<file path="src/rtl/core/half_float_converter_top_defines.svh">
// ---------------------------------------------------------------------------
// half_float_converter_top_defines.svh
// Assertion macros for the half/single float converter.
// ---------------------------------------------------------------------------
`ifndef HALF_FLOAT_CONVERTER_TOP_DEFINES_SVH
`define HALF_FLOAT_CONVERTER_TOP_DEFINES_SVH

`ifndef SYNTHESIS
// Plain property, clocked and disabled during reset
`define HFC_ASSERT(lbl, clk_s, rst_n, prop) \
	lbl: assert property (@(posedge clk_s) disable iff (!rst_n) (prop)) \
		else $error("hfc assertion failed");
// Same-cycle implication
`define HFC_ASSERT_IMP(lbl, clk_s, rst_n, ante, cons) \
	lbl: assert property (@(posedge clk_s) disable iff (!rst_n) (ante) |-> (cons)) \
		else $error("hfc implication failed");
// Next-cycle implication
`define HFC_ASSERT_NXT(lbl, clk_s, rst_n, ante, cons) \
	lbl: assert property (@(posedge clk_s) disable iff (!rst_n) (ante) |=> (cons)) \
		else $error("hfc next-cycle check failed");
`else
`define HFC_ASSERT(lbl, clk_s, rst_n, prop)
`define HFC_ASSERT_IMP(lbl, clk_s, rst_n, ante, cons)
`define HFC_ASSERT_NXT(lbl, clk_s, rst_n, ante, cons)
`endif

`endif

</file>
<file path="src/rtl/core/hfc_pkg.sv">
// ---------------------------------------------------------------------------
// hfc_pkg
// Types and constants shared by the half/single float converter.
// ---------------------------------------------------------------------------
package hfc_pkg;

	// Config port
	localparam int APB_ADDR_W = 3;
	localparam int APB_DATA_W = 32;
	localparam logic REG_DIRECTION = 1'b0;
	localparam logic REG_ROUND_TIES_EVEN = 1'b1;

	// Direction codes
	localparam logic DIR_F2H = 1'b0;
	localparam logic DIR_H2F = 1'b1;

	// Item payload width
	localparam int VALUE_W = 32;

	// What stage 3 still has to do with an item
	typedef logic [1:0] kind_t;
	localparam kind_t KIND_FIXED  = 2'd0;	// result already final
	localparam kind_t KIND_ROUND  = 2'd1;	// float to half, round mantissa
	localparam kind_t KIND_DENORM = 2'd2;	// half denormal to float, normalize

	// Single-precision exponent thresholds (biased)
	localparam logic [7:0] F_EXP_OVF  = 8'd143;	// 0x47800000 and up: inf/nan/overflow
	localparam logic [7:0] F_EXP_DEN  = 8'd112;	// below 0x38800000: denormal half
	localparam logic [7:0] F_EXP_ZERO = 8'd102;	// below 0x33000000: signed zero
	localparam logic [7:0] F_EXP_MAX  = 8'hff;
	localparam logic [7:0] DEN_SHIFT_BASE = 8'd113;

	// Half fields
	localparam logic [4:0]  H_EXP_MAX = 5'h1f;
	localparam logic [14:0] H_INF_MAG = 15'h7c00;
	localparam logic [9:0]  H_NAN_MIN = 10'd1;

	// Rounding at 13 guard bits
	localparam logic [13:0] RND_TIE  = 14'h1000;
	localparam logic [24:0] RND_HALF = 25'h1000;

	// Half to float exponent rebias (0x1c000 on the packed half)
	localparam logic [17:0] H2F_REBIAS = 18'h1c000;

	// Stage 2 -> stage 3 work descriptor
	typedef struct packed {
		kind_t        kind;
		logic         dir;
		logic         rte;
		logic         sign;
		logic [23:0]  mant;		// f2h: shifted mantissa; h2f: denormal mantissa
		logic         sticky;
		logic [14:0]  base;		// f2h: exponent field already at bit 10
		logic [3:0]   lz;		// h2f: leading zeros of denormal mantissa
		logic [31:0]  fixed;	// final value for KIND_FIXED
	} work_t;

endpackage

</file>
<file path="src/rtl/core/hfc_stream_if.sv">
// ---------------------------------------------------------------------------
// hfc_stream_if
// Valid/ready channels for the converter input and output items.
// ---------------------------------------------------------------------------
interface hfc_in_if;
	logic        valid;
	logic        ready;
	logic [31:0] value_in;

	modport source (output valid, output value_in, input ready);
	modport sink   (input valid, input value_in, output ready);
endinterface

interface hfc_out_if;
	logic        valid;
	logic        ready;
	logic [31:0] value_out;

	modport source (output valid, output value_out, input ready);
	modport sink   (input valid, input value_out, output ready);
endinterface

</file>
<file path="src/rtl/core/half_float_converter_top.sv">
// ---------------------------------------------------------------------------
// half_float_converter_top
// Three-stage pipelined binary32 <-> binary16 bit-pattern converter.
// ---------------------------------------------------------------------------
// Usage:
//   in_ch  : valid/ready sink, one 32-bit item per handshake. In half to
//            float mode only bits 15..0 are used.
//   out_ch : valid/ready source, one converted item per input item, in
//            order. A half result sits in bits 15..0 with bits 31..16 zero.
//   APB    : register 0 (addr 0) direction, 0 float->half, 1 half->float;
//            register 1 (addr 4) round_ties_even, 0 ties away from zero.
//            Write only while no items are in flight.
// out_ch.valid rises once an item has moved through stage 1 and stage 2
// into stage 3. Throughput is one item per cycle while out_ch.ready is
// high: stage 1 registers the item, stage 2 classifies and aligns
// (denormal shift, leading-zero count), stage 3 rounds or normalizes into
// the output register.
// Each stage advances when it is empty or the next one moves, so when the
// receiver stalls the pipe keeps filling its bubbles and then holds; no
// item is dropped or repeated.
// Reset clears all valid bits and both registers to 0.
// ---------------------------------------------------------------------------
`include "half_float_converter_top_defines.svh"

module half_float_converter_top (
	input  logic                            clk,
	input  logic                            arst_n,
	hfc_in_if.sink                          in_ch,
	hfc_out_if.source                       out_ch,
	input  logic                            psel,
	input  logic                            penable,
	input  logic                            pwrite,
	input  logic [hfc_pkg::APB_ADDR_W-1:0]  paddr,
	input  logic [hfc_pkg::APB_DATA_W-1:0]  pwdata,
	output logic [hfc_pkg::APB_DATA_W-1:0]  prdata,
	output logic                            pready
);

	logic dir_q;
	logic rte_q;

	logic        valid_s1, valid_s2, valid_s3;
	logic [31:0] value_s1;
	logic        dir_s1, rte_s1;
	hfc_pkg::work_t work_s2;
	logic [31:0] value_s3;
	logic        dir_s3;

	logic adv1, adv2, adv3;
	hfc_pkg::work_t work_d;
	logic [31:0] result_d;

	// Config registers
	assign pready = 1'b1;

	always_ff @(posedge clk or negedge arst_n) begin
		if (!arst_n) begin
			dir_q <= 1'b0;
			rte_q <= 1'b0;
		end else if (psel && penable && pwrite && pready) begin
			case (paddr[2])
				hfc_pkg::REG_DIRECTION:       dir_q <= pwdata[0];
				hfc_pkg::REG_ROUND_TIES_EVEN: rte_q <= pwdata[0];
				default: ;
			endcase
		end
	end

	always_comb begin
		case (paddr[2])
			hfc_pkg::REG_DIRECTION:       prdata = {31'b0, dir_q};
			hfc_pkg::REG_ROUND_TIES_EVEN: prdata = {31'b0, rte_q};
			default:                      prdata = '0;
		endcase
	end

	// Stage enables: a stage moves when empty or when its successor moves
	assign adv3 = !valid_s3 || out_ch.ready;
	assign adv2 = !valid_s2 || adv3;
	assign adv1 = !valid_s1 || adv2;
	assign in_ch.ready = adv1;

	// Stage 1: capture item and mode
	always_ff @(posedge clk or negedge arst_n) begin
		if (!arst_n) begin
			valid_s1 <= 1'b0;
		end else if (adv1) begin
			valid_s1 <= in_ch.valid;
		end
	end

	always_ff @(posedge clk) begin
		if (adv1 && in_ch.valid) begin
			value_s1 <= in_ch.value_in;
			dir_s1   <= dir_q;
			rte_s1   <= rte_q;
		end
	end

	// Stage 2 logic: classify, denormal align, leading-zero count
	always_comb begin
		logic [7:0]  e8;
		logic [22:0] fman;
		logic [3:0]  sh;
		logic [23:0] full;
		logic [23:0] lost_mask;
		logic [7:0]  ebias;
		logic [9:0]  hman;
		logic [4:0]  hexp;
		logic [17:0] nrm;
		logic [3:0]  lz;

		e8        = value_s1[30:23];
		fman      = value_s1[22:0];
		sh        = 4'(hfc_pkg::DEN_SHIFT_BASE - e8);
		full      = {1'b1, fman};
		lost_mask = (24'd1 << sh) - 24'd1;
		ebias     = e8 - hfc_pkg::F_EXP_DEN;
		hman      = value_s1[9:0];
		hexp      = value_s1[14:10];
		nrm       = {3'b0, value_s1[14:0]} + hfc_pkg::H2F_REBIAS;

		lz = 4'd0;
		for (int i = 0; i < 10; i++) begin
			if (hman[i]) begin
				lz = 4'(9 - i);
			end
		end

		work_d        = '0;
		work_d.dir    = dir_s1;
		work_d.rte    = rte_s1;
		work_d.kind   = hfc_pkg::KIND_FIXED;

		if (dir_s1 == hfc_pkg::DIR_F2H) begin
			work_d.sign = value_s1[31];
			if (e8 >= hfc_pkg::F_EXP_OVF) begin
				// Infinity, NaN or overflow
				if (e8 == hfc_pkg::F_EXP_MAX && fman != 23'd0) begin
					work_d.fixed = {16'b0, value_s1[31], hfc_pkg::H_EXP_MAX,
						(fman[22:13] == 10'd0) ? hfc_pkg::H_NAN_MIN : fman[22:13]};
				end else begin
					work_d.fixed = {16'b0, value_s1[31], hfc_pkg::H_INF_MAG};
				end
			end else if (e8 <= hfc_pkg::F_EXP_DEN) begin
				if (e8 < hfc_pkg::F_EXP_ZERO) begin
					work_d.fixed = {16'b0, value_s1[31], 15'b0};
				end else begin
					// Half denormal: align with implicit one, track lost bits
					work_d.kind   = hfc_pkg::KIND_ROUND;
					work_d.mant   = full >> sh;
					work_d.sticky = (full & lost_mask) != 24'd0;
					work_d.base   = 15'd0;
				end
			end else begin
				work_d.kind   = hfc_pkg::KIND_ROUND;
				work_d.mant   = {1'b0, fman};
				work_d.sticky = 1'b0;
				work_d.base   = {ebias[4:0], 10'b0};
			end
		end else begin
			work_d.sign = value_s1[15];
			if (hexp == 5'd0) begin
				if (hman == 10'd0) begin
					work_d.fixed = {value_s1[15], 31'b0};
				end else begin
					work_d.kind = hfc_pkg::KIND_DENORM;
					work_d.mant = {14'b0, hman};
					work_d.lz   = lz;
				end
			end else if (hexp == hfc_pkg::H_EXP_MAX) begin
				work_d.fixed = {value_s1[15], hfc_pkg::F_EXP_MAX, hman, 13'b0};
			end else begin
				work_d.fixed = {value_s1[15], nrm, 13'b0};
			end
		end
	end

	always_ff @(posedge clk or negedge arst_n) begin
		if (!arst_n) begin
			valid_s2 <= 1'b0;
		end else if (adv2) begin
			valid_s2 <= valid_s1;
		end
	end

	always_ff @(posedge clk) begin
		if (adv2 && valid_s1) begin
			work_s2 <= work_d;
		end
	end

	// Stage 3 logic: round to 10 bits, or normalize a half denormal
	always_comb begin
		logic        inc;
		logic [24:0] sum;
		logic [14:0] mag;
		logic [7:0]  fexp;
		logic [10:0] norm;

		inc  = !work_s2.rte || (work_s2.mant[13:0] != hfc_pkg::RND_TIE) || work_s2.sticky;
		sum  = {1'b0, work_s2.mant} + (inc ? hfc_pkg::RND_HALF : 25'd0);
		mag  = work_s2.base + {3'b0, sum[24:13]};
		fexp = hfc_pkg::F_EXP_DEN - {4'b0, work_s2.lz};
		norm = {work_s2.mant[9:0], 1'b0} << work_s2.lz;

		case (work_s2.kind)
			hfc_pkg::KIND_FIXED:  result_d = work_s2.fixed;
			hfc_pkg::KIND_ROUND:  result_d = {16'b0, work_s2.sign, mag};
			hfc_pkg::KIND_DENORM: result_d = {work_s2.sign, fexp, norm[9:0], 13'b0};
			default:              result_d = work_s2.fixed;
		endcase
	end

	always_ff @(posedge clk or negedge arst_n) begin
		if (!arst_n) begin
			valid_s3 <= 1'b0;
		end else if (adv3) begin
			valid_s3 <= valid_s2;
		end
	end

	always_ff @(posedge clk) begin
		if (adv3 && valid_s2) begin
			value_s3 <= result_d;
			dir_s3   <= work_s2.dir;
		end
	end

	assign out_ch.valid     = valid_s3;
	assign out_ch.value_out = value_s3;

	// Checks
	`HFC_ASSERT_NXT(a_accept_fills_s1, clk, arst_n, in_ch.valid && in_ch.ready, valid_s1)
	`HFC_ASSERT_NXT(a_s2_held_on_stall, clk, arst_n, valid_s2 && !adv2, valid_s2 && $stable(work_s2))
	`HFC_ASSERT_IMP(a_half_upper_zero, clk, arst_n, valid_s3 && dir_s3 == hfc_pkg::DIR_F2H, value_s3[31:16] == 16'd0)

endmodule
</file>
<file path="src/flat_wrapper.sv">
// flat-port wrapper written by rule: the top's interface ports become plain ports
module half_float_converter_top_flat 
  (clk, arst_n, psel, penable, pwrite, paddr, pwdata, prdata, pready, in_ch_valid, in_ch_value_in, in_ch_ready, out_ch_valid, out_ch_value_out, out_ch_ready);
  hfc_in_if in_ch_i ();
  hfc_out_if out_ch_i ();
  input  logic clk;
  input  logic arst_n;
  input  logic psel;
  input  logic penable;
  input  logic pwrite;
  input  logic [hfc_pkg::APB_ADDR_W-1:0] paddr;
  input  logic [hfc_pkg::APB_DATA_W-1:0] pwdata;
  output logic [hfc_pkg::APB_DATA_W-1:0] prdata;
  output logic pready;
  input wire logic [$bits(in_ch_i.valid)-1:0] in_ch_valid;
  input wire logic [$bits(in_ch_i.value_in)-1:0] in_ch_value_in;
  output wire logic [$bits(in_ch_i.ready)-1:0] in_ch_ready;
  output wire logic [$bits(out_ch_i.valid)-1:0] out_ch_valid;
  output wire logic [$bits(out_ch_i.value_out)-1:0] out_ch_value_out;
  input wire logic [$bits(out_ch_i.ready)-1:0] out_ch_ready;
  assign in_ch_i.valid = in_ch_valid;
  assign in_ch_i.value_in = in_ch_value_in;
  assign in_ch_ready = in_ch_i.ready;
  assign out_ch_valid = out_ch_i.valid;
  assign out_ch_value_out = out_ch_i.value_out;
  assign out_ch_i.ready = out_ch_ready;
  half_float_converter_top u_core (.clk(clk), .arst_n(arst_n), .in_ch(in_ch_i), .out_ch(out_ch_i), .psel(psel), .penable(penable), .pwrite(pwrite), .paddr(paddr), .pwdata(pwdata), .prdata(prdata), .pready(pready));
endmodule
</file>
<file path="config.mk">
export PLATFORM = sky130hd
export DESIGN_NAME = half_float_converter_top_flat
export DESIGN_NICKNAME = d
export VERILOG_FILES = /design/src/rtl/core/hfc_pkg.sv /design/src/rtl/core/hfc_stream_if.sv /design/src/rtl/core/half_float_converter_top.sv /design/src/flat_wrapper.sv
export VERILOG_INCLUDE_DIRS = /design/src /design/src/rtl/core
export SDC_FILE = /design/constraint.sdc
export NUM_CORES = 1
export LEC_CHECK = 0
export ABC_AREA = 0
export BUFFER_PORTS_ARGS = -buffer_cell sky130_fd_sc_hd__buf_4
export CELL_PAD_IN_SITES_DETAIL_PLACEMENT = 2
export CELL_PAD_IN_SITES_GLOBAL_PLACEMENT = 2
export CORE_ASPECT_RATIO = 1.25
export CORE_MARGIN = 2
export CORE_UTILIZATION = 37
export CTS_CLUSTER_DIAMETER = 60
export DETAILED_ROUTE_END_ITERATION = 7
export HOLD_SLACK_MARGIN = 0.02
export PLACE_DENSITY_LB_ADDON = 0.05
export SLEW_MARGIN = 0
export SYNTH_ARGS = -nofsm -noshare
export SYNTH_HDL_FRONTEND = slang
export SYNTH_SLANG_ARGS = --single-unit
</file>
<file path="constraint.sdc">
create_clock -name clk -period 3.98 [get_ports clk]
set_input_delay 0.796 -clock clk [delete_from_list [all_inputs] [get_ports clk]]
set_output_delay 0.796 -clock clk [all_outputs]
set_load 0.005 [all_outputs]
</file>
==> impl_metrics.ini <==
[yosys]
synth_edf_count = 131
ys_ff_latch = 136
syn_inst = 650
synth_area_leader_cell = edfxtp_1
synth_area_um2 = 7630
synth.area.top_cells = edfxtp_1, mux2i_1, mux4_2, nand2_1, buf_4
async_flop_share_pct = 3.68
netlist_top_cells_count = edfxtp_1, nand2_1, mux2i_1
synth_cell_types = 67
yosys.cell_count.top_type = edfxtp_1
avgSynthCellArea_um2 = 11.7
seq_area_frac_synth_pct = 53.2
synth_top_cell_area_share_pct = 51.5
yosysWarnings = 0
synthFlopType = edfxtp_1

[clock_tree]
cts_buffer_depth = 2
root_buffer = clkbuf_16
cts_setup_buffers = 0
clock_latency_ps = 430
cts_resized = 0
cts_inserted_buffers = 17
cts_tree = done
cts.hold.buffers_added = 0
htree_num_levels = 4
clkTransAtPathRegs_ps = 70
cts_sinks = 136

[timing]
timing.fmax_mhz = 283
final_max_slew_viol_count = 0
tightest_slew_ps = 1080
finalCritPeriodShare_pct = 88.7
setup_viol = 0
final_period_minus_worst_setup_slack_ps = 3530
tns_ps = 0
hold_viol_final = 0
relSlewSlack_pct = 28.3
rsz0062_at_grt = false
clock_skew_ps = 11.1
timing.hold.ws_ps = 161

[detailed_routing]
viasPerCell = 5.56
wl_mm = 22.9
wire_per_inst_um = 22.9
antenna_left = 0
vias = 5547
drc_errors = 0
drtIter0Drc = 322
dr.pass1.iters = 4

[cells_and_area]
area_growth_syn_to_layout_pct = 16.4
fin_nets = 803
drive_above_1_share_pct = 20.1

[outcome]
status = complete, no violations

[die]
core_region_area_um2 = 20200
ioPinCount = 141
dieWidth_um = 132
dieArea_um2 = 21800
dieHeight_um = 165
rows = 58
initial_utilization_pct = 37.8

[global_routing]
grt_pass1_vias = 5902
grt_use_total_pct = 21.4
grt_pass1_wl_mm = 35.0
antenna_found_initial = 1
grt_overflow_total = 0
grt_start_max_net_pins = 40

[placed_design]
numPortBuffers = 75
gp_congestion = 0.844
post-dp-hpwl_mm = 16.3

[worst_hold_path]
min_path_type = in2async

[setup_path]
critPathLaunchType = flip-flop
critPathCaptureType = flip-flop
crit_type = reg2reg
crit_path_max_fanout = 5
arrival_ps = 3690
crit_required_ps = 4140

[pwr]
powerDensity_nw_per_um2 = 467
ir_worst_vdd_v = 0.000291
p_leak_nw = 3.39

[job]
maxCapViolations = 0
flip-flops by register name (all words and copies together) (netlist names):
register and cells:
u_core.valid_s2 1, u_core.rte_q 1, u_core.dir_q 1, u_core.valid_s1 1, u_core.rte_s1 1, u_core.dir_s1 1, u_core.out_ch.valid 1, u_core.work_s2 66
u_core.value_s1 32, u_core.out_ch.value_out 31
per-stage QoR:
step	power [mW]	instance area [um2]	utilization (%)	cells	setup slack [ps]
final	4.15	8890	44.1	998	449
after global routing	4.31	8890	44.0	997	238
after CTS	4.20	8890	44.0	997	413
after detailed placement	2.60	8310	41.2	965	462
after global placement	2.56	8310	41.2	965	573
after floorplan	2.32	7750	-	680	561
per-layer routing:
metal,up-vias,routed length (um),part of all wire [%],track usage [%]
li1,2493,-,-,-
met1,2872,9220,40,25.6
met2,150,12200,53,38.9
met3,32,946,4.1,3.38
met4,0,518,2.3,8.36
met5,-,0,0,0
report_power, final:
part	internal [mW]	switching (mW)
Clock	0.923	0.653
Sequential	1.76	0.141
Combinational	0.290	0.384
layout make-up:
| cell class | count | area, um2 |
|---|---|---|
| fill | 2138 | 11300 |
| sequential | 136 | 4060 |
| multi-input combinational | 455 | 3200 |
| timing repair buffer | 87 | 653 |
| clock buffer | 17 | 425 |
| tap | 270 | 338 |
| clock inverter | 15 | 150 |
| inverter | 17 | 63.8 |
| antenna | 1 | 2.50 |
final timing paths:
kind / startpoint / endpoint / slack [ps] / cells past startpoint
min in group clk: u_core.rte_s1 / u_core.work_s2[77] / 420 / 0
max in group asynchronous: arst_n / u_core.valid_s1 / 3710 / 1
worst min-delay path: arst_n / u_core.valid_s2 / 160 / 1
worst min register to register: u_core.rte_s1 / u_core.work_s2[77] / 420 / 0
worst max register to register: u_core.work_s2[52] / u_core.out_ch.value_out[14] / 450 / 11
worst max-delay path: u_core.work_s2[52] / u_core.out_ch.value_out[14] / 450 / 11
worst max-delay path, cell delays in order, from the launching register on:
cell and delay (ps):
edfxtp_1 490, or4_4 580, o41ai_4 540, or2_1 210, nor3_1 80, xnor2_1 170
ha_1 240, fa_1 410, nand3_1 110, xnor2_1 70, a22oi_1 220, o21ai_0 150
placed cells by master (no fill, tap or decap), types with 4 or more instances in the layout:
master and instances:
conb_1 32, mux2_2 4, nor3_1 15, nor4_1 6, clkinv_1 4, buf_4 87, xnor2_1 13, nand2_1 76
dfrtp_1 5, nor2b_1 11, o21ai_0 36, a22o_1 8, nand3_1 23, mux2i_1 38, edfxtp_1 131, clkbuf_16 17
inv_1 15, nor2_1 19, a211oi_1 5, nand2b_1 13, and2_1 31, a21oi_1 18, xor2_1 8, ha_1 14
a32o_1 16, mux4_2 15
cell families after synthesis:
logic type      count (synthesis)  synth area share [%]
compound gates                114                  10.6
xor+xnor                       21                  2.41
fa+ha+maj                      15                  2.56
buf+inv                        89                  6.52
flops                         136                  53.2
mux                            58                  10.3
other cells                     2                0.0984
simple gates                  215                  14.3
Power figures use the tool's default switching activity.
